===== config.mk =====
export PLATFORM = sky130hd
export DESIGN_NAME = ultrasonic_echo_ranger
export DESIGN_NICKNAME = d
export VERILOG_FILES = /design/src/hdl/uer_pkg.sv /design/src/hdl/uer_cfg_regs.sv /design/src/hdl/uer_core.sv /design/src/hdl/ultrasonic_echo_ranger.sv
export VERILOG_INCLUDE_DIRS = /design/src /design/src/hdl
export SDC_FILE = /design/constraint.sdc
export NUM_CORES = 1
export LEC_CHECK = 0
export ABC_CLOCK_PERIOD_IN_PS = 8800
export BUFFER_PORTS_ARGS = -buffer_cell sky130_fd_sc_hd__buf_2
export CORE_MARGIN = 1.5
export CORE_UTILIZATION = 51
export CTS_CLUSTER_SIZE = 24
export DETAILED_ROUTE_END_ITERATION = 7
export PLACE_DENSITY_LB_ADDON = 0.25
export SKIP_CTS_REPAIR_TIMING = 1
export SLEW_MARGIN = 5
export SYNTH_ARGS = -nofsm -noshare
export SYNTH_HDL_FRONTEND = slang
export SYNTH_SLANG_ARGS = --single-unit

===== constraint.sdc =====
create_clock -name clk -period 8.8 [get_ports clk]
set_input_delay 0.44 -clock clk [delete_from_list [all_inputs] [get_ports clk]]
set_output_delay 0.44 -clock clk [all_outputs]
set_load 0.01 [all_outputs]

===== src/hdl/ultrasonic_echo_ranger_defines.svh =====
// Assertion macros used by the ultrasonic echo ranger core.
`ifndef ULTRASONIC_ECHO_RANGER_DEFINES_SVH
`define ULTRASONIC_ECHO_RANGER_DEFINES_SVH

// Checks that the consequent holds in the same cycle as the antecedent.
`define UER_ASSERT_IMP(label, ante, cons) \
    label: assert property (@(posedge clk) disable iff (!rst_n) (ante) |-> (cons)) \
        else $error("ultrasonic echo ranger: same-cycle check failed");

// Checks that the consequent holds in the cycle after the antecedent.
`define UER_ASSERT_NEXT(label, ante, cons) \
    label: assert property (@(posedge clk) disable iff (!rst_n) (ante) |=> (cons)) \
        else $error("ultrasonic echo ranger: next-cycle check failed");

`endif


===== src/hdl/uer_pkg.sv =====
// Package with the types, codes and constants of the ultrasonic echo ranger.
`timescale 1ns / 1ps

package uer_pkg;

    typedef enum logic [2:0] {
        PH_IDLE     = 3'd0,
        PH_PRELOW   = 3'd1,
        PH_TRIGHIGH = 3'd2,
        PH_WAITRISE = 3'd3,
        PH_MEASURE  = 3'd4
    } phase_t;

    typedef enum logic [1:0] {
        ST_OK    = 2'd0,
        ST_BUSY  = 2'd1,
        ST_RANGE = 2'd2,
        ST_DISC  = 2'd3
    } status_t;

    typedef enum logic [1:0] {
        REG_INTERVAL    = 2'd0,
        REG_MAX_TIMEOUT = 2'd1,
        REG_ARM_TIMEOUT = 2'd2,
        REG_MIN_WIDTH   = 2'd3
    } reg_index_t;

    typedef struct packed {
        logic [31:0] interval_ticks;
        logic [15:0] max_timeout_ticks;
        logic [15:0] arm_timeout_ticks;
        logic [15:0] min_width_ticks;
    } uer_cfg_t;

    localparam int CFG_DATA_W = 32;
    localparam int CFG_INDEX_W = 2;
    localparam int COUNT_W = 16;
    localparam int DIST_W = 12;

    localparam logic [31:0] INTERVAL_RESET = 32'd3600000000;
    localparam logic [15:0] MAX_TIMEOUT_RESET = 16'd26100;
    localparam logic [15:0] ARM_TIMEOUT_RESET = 16'd2000;
    localparam logic [15:0] MIN_WIDTH_RESET = 16'd100;

    localparam logic [15:0] PRE_LOW_TICKS = 16'd2;
    localparam logic [15:0] TRIG_HIGH_TICKS = 16'd10;

    // Division by 58 as a reciprocal multiply: exact for all 16-bit widths.
    localparam int US_PER_CM = 58;
    localparam int DIV_SHIFT = 21;
    localparam logic [31:0] DIV_MULT = 32'(((1 << DIV_SHIFT) + US_PER_CM - 1) / US_PER_CM);

    localparam logic signed [11:0] DIST_BUSY = -12'sd1;
    localparam logic signed [11:0] DIST_RANGE = -12'sd2;
    localparam logic signed [11:0] DIST_DISC = -12'sd3;

endpackage


===== src/hdl/uer_cfg_regs.sv =====
// Configuration register bank of the ultrasonic echo ranger.
`timescale 1ns / 1ps

module uer_cfg_regs (
    input  logic                           clk,
    input  logic                           rst_n,
    input  logic                           cfg_we,
    input  logic [uer_pkg::CFG_INDEX_W-1:0] cfg_index,
    input  logic [uer_pkg::CFG_DATA_W-1:0]  cfg_data,
    output uer_pkg::uer_cfg_t              cfg
);
    import uer_pkg::*;

    uer_cfg_t cfg_reg;

    always_ff @(posedge clk or negedge rst_n)
    begin
        if (!rst_n)
        begin
            cfg_reg.interval_ticks    <= INTERVAL_RESET;
            cfg_reg.max_timeout_ticks <= MAX_TIMEOUT_RESET;
            cfg_reg.arm_timeout_ticks <= ARM_TIMEOUT_RESET;
            cfg_reg.min_width_ticks   <= MIN_WIDTH_RESET;
        end
        else if (cfg_we)
        begin
            unique case (reg_index_t'(cfg_index))
                REG_INTERVAL:    cfg_reg.interval_ticks    <= cfg_data;
                REG_MAX_TIMEOUT: cfg_reg.max_timeout_ticks <= cfg_data[15:0];
                REG_ARM_TIMEOUT: cfg_reg.arm_timeout_ticks <= cfg_data[15:0];
                REG_MIN_WIDTH:   cfg_reg.min_width_ticks   <= cfg_data[15:0];
                default:         cfg_reg <= cfg_reg;
            endcase
        end
    end

    assign cfg = cfg_reg;

endmodule


===== src/hdl/uer_core.sv =====
// Input register, phase sequencer and result register of the echo ranger.
`timescale 1ns / 1ps
`include "ultrasonic_echo_ranger_defines.svh"

module uer_core (
    input  logic                          clk,
    input  logic                          rst_n,
    input  uer_pkg::uer_cfg_t             cfg,
    input  logic                          in_valid,
    output logic                          in_ready,
    input  logic                          echo_level,
    output logic                          out_valid,
    input  logic                          out_ready,
    output logic                          trigger_level,
    output logic                          done_res,
    output logic [1:0]                    status,
    output logic signed [uer_pkg::DIST_W-1:0] distance_cm
);
    import uer_pkg::*;

    logic s1_valid_reg;
    logic echo_reg;
    logic advance;

    phase_t phase_reg, phase_next;
    logic [COUNT_W-1:0] phase_count_reg, phase_count_next;
    logic [31:0] interval_count_reg, interval_count_next;

    logic out_valid_reg;
    logic trigger_reg, trigger_next;
    logic done_reg, done_next;
    status_t status_reg, status_next;
    logic signed [DIST_W-1:0] dist_reg, dist_next;

    logic [COUNT_W-1:0] count_inc;
    logic [COUNT_W-1:0] arm_limit;
    logic [31:0] div_prod;
    logic signed [DIST_W-1:0] dist_ok;

    assign advance = s1_valid_reg && (!out_valid_reg || out_ready);
    assign in_ready = !s1_valid_reg || advance;

    always_ff @(posedge clk or negedge rst_n)
    begin
        if (!rst_n)
        begin
            s1_valid_reg <= 1'b0;
        end
        else if (in_valid && in_ready)
        begin
            s1_valid_reg <= 1'b1;
        end
        else if (advance)
        begin
            s1_valid_reg <= 1'b0;
        end
    end

    always_ff @(posedge clk)
    begin
        if (in_valid && in_ready)
        begin
            echo_reg <= echo_level;
        end
    end

    assign count_inc = phase_count_reg + 16'd1;
    assign arm_limit = (cfg.arm_timeout_ticks == 16'd0) ? 16'd1 : cfg.arm_timeout_ticks;
    assign div_prod = 32'(phase_count_reg) * DIV_MULT;
    assign dist_ok = DIST_W'(div_prod[31:DIV_SHIFT]);

    always_comb
    begin
        phase_next = phase_reg;
        phase_count_next = phase_count_reg;
        interval_count_next = (interval_count_reg == 32'hFFFF_FFFF) ?
                              interval_count_reg : interval_count_reg + 32'd1;
        trigger_next = 1'b0;
        done_next = 1'b0;
        status_next = ST_OK;
        dist_next = '0;

        unique case (phase_reg)
            PH_PRELOW:
            begin
                phase_count_next = count_inc;
                if (count_inc >= PRE_LOW_TICKS)
                begin
                    phase_next = PH_TRIGHIGH;
                    phase_count_next = '0;
                end
            end
            PH_TRIGHIGH:
            begin
                trigger_next = 1'b1;
                phase_count_next = count_inc;
                if (count_inc >= TRIG_HIGH_TICKS)
                begin
                    phase_next = PH_WAITRISE;
                    phase_count_next = '0;
                end
            end
            PH_WAITRISE:
            begin
                if (echo_reg)
                begin
                    phase_next = PH_MEASURE;
                    phase_count_next = 16'd1;
                    if (cfg.max_timeout_ticks <= 16'd1)
                    begin
                        phase_next = PH_IDLE;
                        phase_count_next = '0;
                        done_next = 1'b1;
                        status_next = ST_RANGE;
                        dist_next = DIST_RANGE;
                    end
                end
                else
                begin
                    phase_count_next = count_inc;
                    if (count_inc >= arm_limit)
                    begin
                        phase_next = PH_IDLE;
                        phase_count_next = '0;
                        done_next = 1'b1;
                        status_next = ST_DISC;
                        dist_next = DIST_DISC;
                    end
                end
            end
            PH_MEASURE:
            begin
                phase_next = PH_IDLE;
                phase_count_next = '0;
                done_next = 1'b1;
                if (echo_reg)
                begin
                    if (count_inc >= cfg.max_timeout_ticks)
                    begin
                        status_next = ST_RANGE;
                        dist_next = DIST_RANGE;
                    end
                    else
                    begin
                        phase_next = PH_MEASURE;
                        phase_count_next = count_inc;
                        done_next = 1'b0;
                    end
                end
                else if (phase_count_reg < cfg.min_width_ticks)
                begin
                    status_next = ST_DISC;
                    dist_next = DIST_DISC;
                end
                else
                begin
                    status_next = ST_OK;
                    dist_next = dist_ok;
                end
            end
            default:
            begin
                phase_next = PH_IDLE;
                phase_count_next = '0;
                if (interval_count_next >= cfg.interval_ticks)
                begin
                    interval_count_next = '0;
                    if (echo_reg)
                    begin
                        done_next = 1'b1;
                        status_next = ST_BUSY;
                        dist_next = DIST_BUSY;
                    end
                    else
                    begin
                        phase_next = PH_PRELOW;
                        phase_count_next = 16'd1;
                    end
                end
            end
        endcase
    end

    always_ff @(posedge clk or negedge rst_n)
    begin
        if (!rst_n)
        begin
            phase_reg <= PH_IDLE;
            phase_count_reg <= '0;
            interval_count_reg <= '0;
            out_valid_reg <= 1'b0;
        end
        else
        begin
            if (advance)
            begin
                phase_reg <= phase_next;
                phase_count_reg <= phase_count_next;
                interval_count_reg <= interval_count_next;
                out_valid_reg <= 1'b1;
            end
            else if (out_ready)
            begin
                out_valid_reg <= 1'b0;
            end
        end
    end

    always_ff @(posedge clk)
    begin
        if (advance)
        begin
            trigger_reg <= trigger_next;
            done_reg <= done_next;
            status_reg <= status_next;
            dist_reg <= dist_next;
        end
    end

    assign out_valid = out_valid_reg;
    assign trigger_level = trigger_reg;
    assign done_res = done_reg;
    assign status = status_reg;
    assign distance_cm = dist_reg;

    `UER_ASSERT_IMP(a_done_trigger_low, out_valid_reg && done_reg, !trigger_reg)
    `UER_ASSERT_IMP(a_idle_result_zero, out_valid_reg && !done_reg,
                    status_reg == ST_OK && dist_reg == '0)
    `UER_ASSERT_IMP(a_trig_count_bound, phase_reg == PH_TRIGHIGH,
                    phase_count_reg < TRIG_HIGH_TICKS)
    `UER_ASSERT_NEXT(a_stage_holds, s1_valid_reg && !advance,
                     s1_valid_reg && $stable(echo_reg))

endmodule


===== src/hdl/ultrasonic_echo_ranger.sv =====
// Top level of the ultrasonic echo ranger: configuration bank and ranging core.
`timescale 1ns / 1ps

// Each accepted item is one microsecond tick with the sampled echo level, and
// each gives exactly one result item: the trigger drive level for that tick,
// a done flag, and on done a status with a distance in cm (width/58) or a
// negative error code. One item can be accepted in every clock cycle while
// results are taken. An accepted item waits in the input register until the
// result register is free; its result then passes the single-pass phase
// sequencer into the result register. Configuration registers are written
// through cfg_we, cfg_index and cfg_data.
module ultrasonic_echo_ranger (
    input  logic                              clk,
    input  logic                              rst_n,
    input  logic                              cfg_we,
    input  logic [uer_pkg::CFG_INDEX_W-1:0]    cfg_index,
    input  logic [uer_pkg::CFG_DATA_W-1:0]     cfg_data,
    input  logic                              in_valid,
    output logic                              in_ready,
    input  logic                              echo_level,
    output logic                              out_valid,
    input  logic                              out_ready,
    output logic                              trigger_level,
    output logic                              done_res,
    output logic [1:0]                        status,
    output logic signed [uer_pkg::DIST_W-1:0] distance_cm
);
    import uer_pkg::*;

    uer_cfg_t cfg;

    uer_cfg_regs u_cfg_regs (
        .clk       (clk),
        .rst_n     (rst_n),
        .cfg_we    (cfg_we),
        .cfg_index (cfg_index),
        .cfg_data  (cfg_data),
        .cfg       (cfg)
    );

    uer_core u_core (
        .clk           (clk),
        .rst_n         (rst_n),
        .cfg           (cfg),
        .in_valid      (in_valid),
        .in_ready      (in_ready),
        .echo_level    (echo_level),
        .out_valid     (out_valid),
        .out_ready     (out_ready),
        .trigger_level (trigger_level),
        .done_res      (done_res),
        .status        (status),
        .distance_cm   (distance_cm)
    );

endmodule

# == After elaboration in Yosys (flattened, before gate mapping) ==
# Cells that the tools add are included.
# totals
elab_cells,107
out_inout_bits,18
ff_bits,150
in_bits,40
# classes
n_eq_ne,11
add_sub_neg,2
mux,55
reduce_logical,17
n_mul,1
n_lt_le_gt_ge,7
# ops
cell,n
$mux 16,8
$mux 12,8
$mux 32,3
$pmux 16 s4,1
$pmux 12 s3,1
$add 32x1->32 const B,1
$eq 32x32->1 const B,1
$ge 16x16->1,2
$ge 32x32->1,1
$mul 16x15->31 const B,1
$mux 3,8
$add 16x1->16 const B,1
$ge 16x2->1 const B,1
$ge 16x4->1 const B,1
$le 16x1->1 const B,1
$logic_not 16->1,1
$lt 16x16->1,1
$mux 1,16
$mux 2,7
$pmux 3 s4,1
$reduce_and 2->1,4
$eq 3x2->1 const B,2
$pmux 2 s3,1
$eq 2x2->1 const B,2
14 further kinds,19

# == Logic depth before layout (Yosys ltp) ==
# Gate-level depths: netlist of run 1.
# logic_depth
ltp_word,6
mapped_depth,22
ltp_nobuf,22

# == Hierarchy ==
# A second synthesis of run 1 with hierarchy kept.
# unflattened
hier_cells,1322
area_unflattened_um2,13421.6
# by_module_without_submodules
mod,n_inst,cells_per_inst,area_per_inst_um2,seq_area_each_um2
uer_core,1,1152,10381.2,1836.8
uer_cfg_regs,1,170,3040.4,2039.5

# == Worst setup path before layout of run 1 ==
# Ideal clock, no wire load.
# synth_timing
kind,reg-to-reg
start,register u_core.phase_count_reg[11]
end,register u_core.dist_reg[10] (netlist: u_core.distance_cm[10]) (data pin)
period_less_slack_ns,5.710
t_arrival_ns,5.442
stages_incl_launch_ff,21
setup_ns,0.267
n_path_buf,0
required_time_ns,8.533
slack_ns,3.090
cell_sequence,dfrtp_1 fa_1 inv_1 fa_1 inv_1 fa_1 fa_1 fa_1 inv_1 fa_1 inv_1 ha_1 nand4_1 a2111oi_0 o41ai_1 a31oi_1 o21ai_0 a31oi_1 a21oi_1 xor2_1 o21ai_0
# synth_between
elab_chain_len,5
elab_cells_between_ends,11
cone_classes,1 x add/sub; 1 x mul; 3 x order compare; 6 x mux
# synth_lines
element,line_no,source
from (decl),uer_core.sv:26,"logic [COUNT_W-1:0] phase_count_reg, phase_count_next;"
from (signal assigned),uer_core.sv:198,phase_count_reg <= phase_count_next;
branches (longest 4 deep; another with $mul 16x15->31),--,
$pmux 12 s3 (*),uer_core.sv:83,unique case (phase_reg)
via u_core.dist_next[10],uer_core.sv:33,"logic signed [DIST_W-1:0] dist_reg, dist_next;"
to (signal assigned),uer_core.sv:216,dist_reg <= dist_next;
to (decl),uer_core.sv:33,
# Mark *: on every way through the listed nets, which the timed path passes.
# A chain may end at the register's enable or synchronous reset.

# == Final worst setup path of run 1 ==
# layout_timing
start,register u_core.phase_count_reg[11]
end,register u_core.dist_reg[9] (netlist: u_core.distance_cm[9]) (data pin)
# Same word-level chain as after synthesis.

==> flow_summary.ini, run 1 <==
[status]
status = finished clean

[sta]
skew_ns = 0.0130
hold_violations = 0
setup_viol = 0
finalCriticalPeriod_ns = 6.42
finalSetupTns_ns = 0
worstMarginPinSlew_ns = 1.32
hold_ws_ns = 0.0489
relSlewSlack_pct = 11.2
post-route-period-util_pct = 72.9
rsz0062_at_grt = false
timing.fmax_ghz = 0.156
maxSlewViolCount = 0

[worst_setup_path]
worstPathRequired_ns = 8.95
slowest_stage = fa_1
cp-start-kind = register
arrival_ns = 6.57
max_stage_delay_ns = 0.61
cp_common_cell = fa_1
crit_path_max_fanout = 11
cp-end-kind = register
rrSetupSlack_ns = 2.38
rr_worst_depth = 20
crit_buf_inv = 4
path_cells = fa_1, inv_1, fa_1, inv_1, fa_1, fa_1, fa_1, inv_1, fa_1, inv_1, ha_1, nand4_1, a2111oi_0, o41ai_1, a31oi_1, o21ai_0, a31oi_1, xor2_1, nor3_1, o21ai_0
timing.rr.start = u_core.phase_count_reg[11]$_DFFE_PN0P_
worstSetupPathType = register to register
critPathTopFamily = adder cells
r2r-end = u_core.distance_cm[9]$_DFFE_PP_

[clock_tree]
cts_tree = built
clk_pin_slew_ns = 0.07
clk_latency_ns = 0.44
cts_sinks = 150
htreeDepth = 4
cts_buffers = 17
root_buffer = clkbuf_16
cts_max_path_buffers = 2

[floorplanning]
ios = 58
die_h_um = 165
die_area_um2 = 27100
start_util_pct = 52.4
core_area_um2 = 25400
die_w_um = 165
rows = 58

[drt]
avgRoutedWirePerCell_um = 17.8
met3_length_mm = 1.71
drt-met1-wl_mm = 15.2
drc = 0
drt-total-wl_mm = 30.9
wl_met2_mm = 13.5
vias_per_cell = 5.62
firstDrtPassIters = 5
antenna_left = 0
drt_iter0_drc = 717
via_count = 9771
routed.top_layer = met5

[logic_synthesis]
synth.top_cells.by_count = inv_1, ha_1, dfrtp_1, nand2_1, fa_1
synthMuxAreaShare_pct = 4.83
synth_top_family_by_area = adder cells
synth-xor-area-share_pct = 3.88
synth.top_cell.area_share_pct = 19.4
synth_fa_ha_area_share_pct = 31.4
yosysMostFrequentCell = inv_1
synth_area_um2 = 13300
yosys_warnings = 0
synth_edf_count = 17
avgSynthCellArea_um2 = 9.89
ys_ff_latch = 150
netlist_instances = 1345
synth_nets = 1669
yosys.cell_types.count = 68
synth_ff_type = dfrtp_1
synthArstFlopShare_pct = 88.7
ys_seq_area_share_pct = 29.1
synth_top_area_cell = dfrtp_1
synth_compound_area_share_pct = 12.1
yosys.area_share.simple_pct = 10.9
yosys-top-cells-area = dfrtp_1, ha_1, fa_1

[placement]
hpwlAfterDp_mm = 23.7
numPortBuffers = 57
dpl.cell_count = 1706
place_congestion = 0.879

[final_layout]
layout-drive-gt1-share_pct = 13.7
final_nets = 1719
antenna_cells = 0
areaGrowthSynthToFinish_pct = 9.25
final_cells = 1738
largest_reg_flops = 80
utilization_pct = 57.2

[global_route]
antenna_found_initial = 1
grt_max_degree = 87
track_usage_pct = 24.2
grt_pass1_wl_mm = 50.6
first_global_vias = 9736
overflow = 0

[power]
peakVddDrop_v = 0.000147
power_density_nw_per_um2 = 235
p_leak_nw = 7.87

[flow_run]
max-cap-violations = 0

[hold_path]
hp-class = primary input to async pin
report_power, final:
part | internal [mW] | leakage (nW) | switching (mW)
registers | 0.843 | 1.79 | 0.169
clock network | 0.430 | 0.290 | 0.334
logic | 0.683 | 5.79 | 0.952
total | 1.96 | 7.87 | 1.45
stage by stage:
stage / total power [mW] / cell area (µm²) / worst slack [ns]
after floorplan: 2.21 / 13300 / 3.09
after global placement: 2.59 / 13900 / 2.55
after detailed placement: 2.66 / 13900 / 2.44
after CTS: 3.44 / 14500 / 2.35
after global routing: 3.75 / 14500 / 2.03
final: 3.41 / 14500 / 2.38
how the worst max path moves through the flow:
stage | start | end | slack (ns) | cells after the start
finish | u_core.phase_count_reg[11]$_DFFE_PN0P_ | u_core.distance_cm[9]$_DFFE_PP_ | 2.38 | 20
global route | u_core.phase_count_reg[11]$_DFFE_PN0P_ | u_core.distance_cm[9]$_DFFE_PP_ | 2.03 | 20
CTS | u_core.phase_count_reg[11]$_DFFE_PN0P_ | u_core.distance_cm[9]$_DFFE_PP_ | 2.35 | 20
detailed placement | u_core.phase_count_reg[10]$_DFFE_PN0P_ | u_core.distance_cm[10]$_DFFE_PP_ | 2.44 | 20
global placement | u_core.phase_count_reg[10]$_DFFE_PN0P_ | u_core.distance_cm[10]$_DFFE_PP_ | 2.55 | 20
floorplan | u_core.phase_count_reg[11]$_DFFE_PN0P_ | u_core.distance_cm[10]$_DFFE_PP_ | 3.09 | 20
layer usage:
layer / global-route usage [%] / up-vias
li1: - / 4696
met1: 35.8 / 4791
met5: 0 / -
met4: 5.73 / 2
met2: 36.4 / 247
met3: 4.67 / 35
worst reg2reg max path, stage by stage, from the launching register on:
cell and delay (ns):
dfrtp_1 0.57, fa_1 0.61, inv_1 0.05, fa_1 0.48
inv_1 0.06, fa_1 0.52, fa_1 0.44, fa_1 0.54
inv_1 0.05, fa_1 0.53, inv_1 0.04, ha_1 0.30
nand4_1 0.08, a2111oi_0 0.40, o41ai_1 0.25, a31oi_1 0.35
o21ai_0 0.20, a31oi_1 0.25, xor2_1 0.10, nor3_1 0.18
o21ai_0 0.14
cell usage in the layout (no fill, tap or decap), types with 24 or more instances in the layout:
cell type / count
nor2_1: 32
xor2_1: 27
xnor2_1: 32
a21o_1: 42
mux2_2: 50
nand3_1: 32
a21oi_1: 47
nand2_1: 86
nand4_1: 24
dfrtp_1: 103
dfstp_2: 30
buf_2: 56
fa_1: 83
ha_1: 201
inv_1: 239
o21ai_0: 82
final cells by class:
class	instances	area [µm²]
well taps	330	413
flip-flops and latches	150	3880
repair buffers	62	329
clock inverters	15	185
multi-input cells	925	8410
inverters	239	897
clock buffers	17	425
fillers	2233	10900
cells by family after synthesis:
family / after synthesis
muxes: 58
buffers and inverters: 270
DFF: 150
AOI/OAI and AO/OA: 245
xor gates and xnor gates: 59
and+or+nand+nor: 279
adders and majority gates: 284
Note: power is estimated with default switching activity, not from simulation.
==> run 2, diff against run 1 <==
ABC_CLOCK_PERIOD_IN_PS = 6430   (was 8800)
clock period = 6.43 ns   (was 8.8 ns; I/O delays follow)
==> run 2 against run 1 <==
Compared with the run above: sequential power grew 34%; worst hold slack improved by 0.022 ns; clock skew up 0.0053 ns; clock power up 31%; critical path type unchanged; highest routed layer is now met4.
==> flow_summary.ini, run 2 (same netlist as run 1, synthesis figures left out) <==
[clock_tree]
htreeDepth = 4
cts_tree = built
cts_sinks = 150
clk_latency_ns = 0.43
cts_max_path_buffers = 2
clk_pin_slew_ns = 0.07
root_buffer = clkbuf_16
cts_buffers = 17

[power]
total_power_mw = 4.64
seq_power_share_pct = 29.2
p_sw_mw = 1.98
peakVddDrop_v = 0.000175
power_density_nw_per_um2 = 316
power.share.switching_pct = 42.8
combPwrFrac_pct = 49.2
internal_power_mw = 2.65
p_leak_nw = 7.96
p_clk_share_pct = 21.6

[floorplanning]
ios = 58
die_h_um = 165
start_util_pct = 52.4
die_area_um2 = 27100
die_w_um = 165
rows = 58
core_area_um2 = 25400

[drt]
drt-total-wl_mm = 31.2
firstDrtPassIters = 5
vias_per_cell = 5.57
drc = 0
antenna_left = 0
via_count = 9785
drt_iter0_drc = 589
avgRoutedWirePerCell_um = 17.8

[worst_setup_path]
worstPathRequired_ns = 6.58
path_cells = fa_1, inv_1, fa_1, inv_1, fa_1, fa_1, fa_1, inv_1, fa_1, inv_1, ha_1, nand4_1, a2111oi_2, o41ai_2, a31oi_2, o21ai_0, a31oi_1, a21oi_1, xor2_1, o21ai_0
rr_worst_depth = 20
worstSetupPathType = register to register
arrival_ns = 6.25
cp-start-kind = register
crit_path_max_fanout = 8
slowest_stage = fa_1
rrSetupSlack_ns = 0.33
r2r-end = u_core.distance_cm[10]$_DFFE_PP_
timing.rr.start = u_core.phase_count_reg[12]$_DFFE_PN0P_
crit_start = u_core.phase_count_reg[12]$_DFFE_PN0P_
max_stage_delay_ns = 0.55
cp-end-kind = register
cp_common_cell = fa_1

[final_layout]
antenna_cells = 0
multi_input_area_um2 = 8430
layout-drive-gt1-share_pct = 15.1
final_common_cell = inv_1
areaGrowthSynthToFinish_pct = 10.3
final_cells = 1756
layout_common_cells = inv_1, ha_1, dfrtp_1
register_area_um2 = 3880
final_nets = 1737
fin_area_um2 = 14700
fillCellCount = 2215
largest_reg_flops = 80

[status]
status = finished clean

[hold_path]
hp-start = echo_level
hold_depth = 1
holdPathEnd = u_core.echo_reg$_DFFE_PP_
hp-class = primary input to register

[global_route]
grt_pass1_wl_mm = 50.8
track_usage_pct = 24.3
first_global_vias = 9701
overflow = 0
antenna_found_initial = 0
grt_max_degree = 70

[sta]
finalCriticalPeriod_ns = 6.10
worstMarginPinSlew_ns = 0.926
hold_ws_ns = 0.0711
setup_viol = 0
hold_violations = 0
skew_ns = 0.0183
relSlewSlack_pct = 38.3
fin_ws_ns = 0.334
post-route-period-util_pct = 94.8
maxSlewViolCount = 0
timing.fmax_ghz = 0.164

[placement]
hpwlAfterDp_mm = 24.5
dpl_cell_area_um2 = 14100
numPortBuffers = 57
dpl.cell_count = 1723
place_congestion = 0.876
pre_cts_slack_ns = 0.151

[flow_run]
max-cap-violations = 0
==> run 2: per-layer routing <==
layer	up-vias	wire length [µm]	part of all wire (%)	global-route usage (%)
li1	4750	-	-	-
met1	4784	15400	49	36.1
met2	220	14000	45	37.8
met3	31	1400	4.5	3.26
met4	0	370	1.2	5.53
met5	-	0	0	0
==> run 2: power groups by stage <==
stage,clock (mW),combinational [mW],sequential (mW)
floorplan,0,1.70,1.32
global placement,0,2.18,1.36
detailed placement,0,2.28,1.36
CTS,1.02,2.30,1.35
global route,1.06,2.66,1.38
finish,1.00,2.28,1.35
==> run 2: worst max path at each step <==
stage | endpoint | slack, ns | cells past startpoint
4_1_cts | u_core.distance_cm[9]$_DFFE_PP_ | 0.17 | 20
6_report | u_core.distance_cm[10]$_DFFE_PP_ | 0.33 | 20
5_1_grt | u_core.distance_cm[9]$_DFFE_PP_ | -0.008 | 20
2_1_floorplan | u_core.distance_cm[10]$_DFFE_PP_ | 0.72 | 20
3_5_place_dp | u_core.distance_cm[9]$_DFFE_PP_ | 0.15 | 20
3_3_place_gp | u_core.distance_cm[10]$_DFFE_PP_ | 0.28 | 19
==> run 2: area by class of cell <==
type | count | area share (%)
clock buffer | 17 | 2.90
clock inverter | 15 | 1.08
inverter | 239 | 6.11
multi-input combinational | 925 | 57.5
sequential | 150 | 26.4
tap | 330 | 2.81
timing repair buffer | 80 | 3.18
==> run 2: critical path: cells and delay by family (launching register included) <==
kind            cells  cell delay (ns)
simple gates        1             0.12
compound gates      7             1.53
flops               1             0.50
buf+inv             4             0.20
xor+xnor            1             0.13
fa+ha+maj           7             3.36
==> run 2: metrics by stage <==
step                       TNS, ns  utilization (%)
after global placement           0             55.3
after CTS                        0             57.6
after floorplan                  0                -
after global routing      -0.00808             57.8
final                            0             57.8
after detailed placement         0             55.3
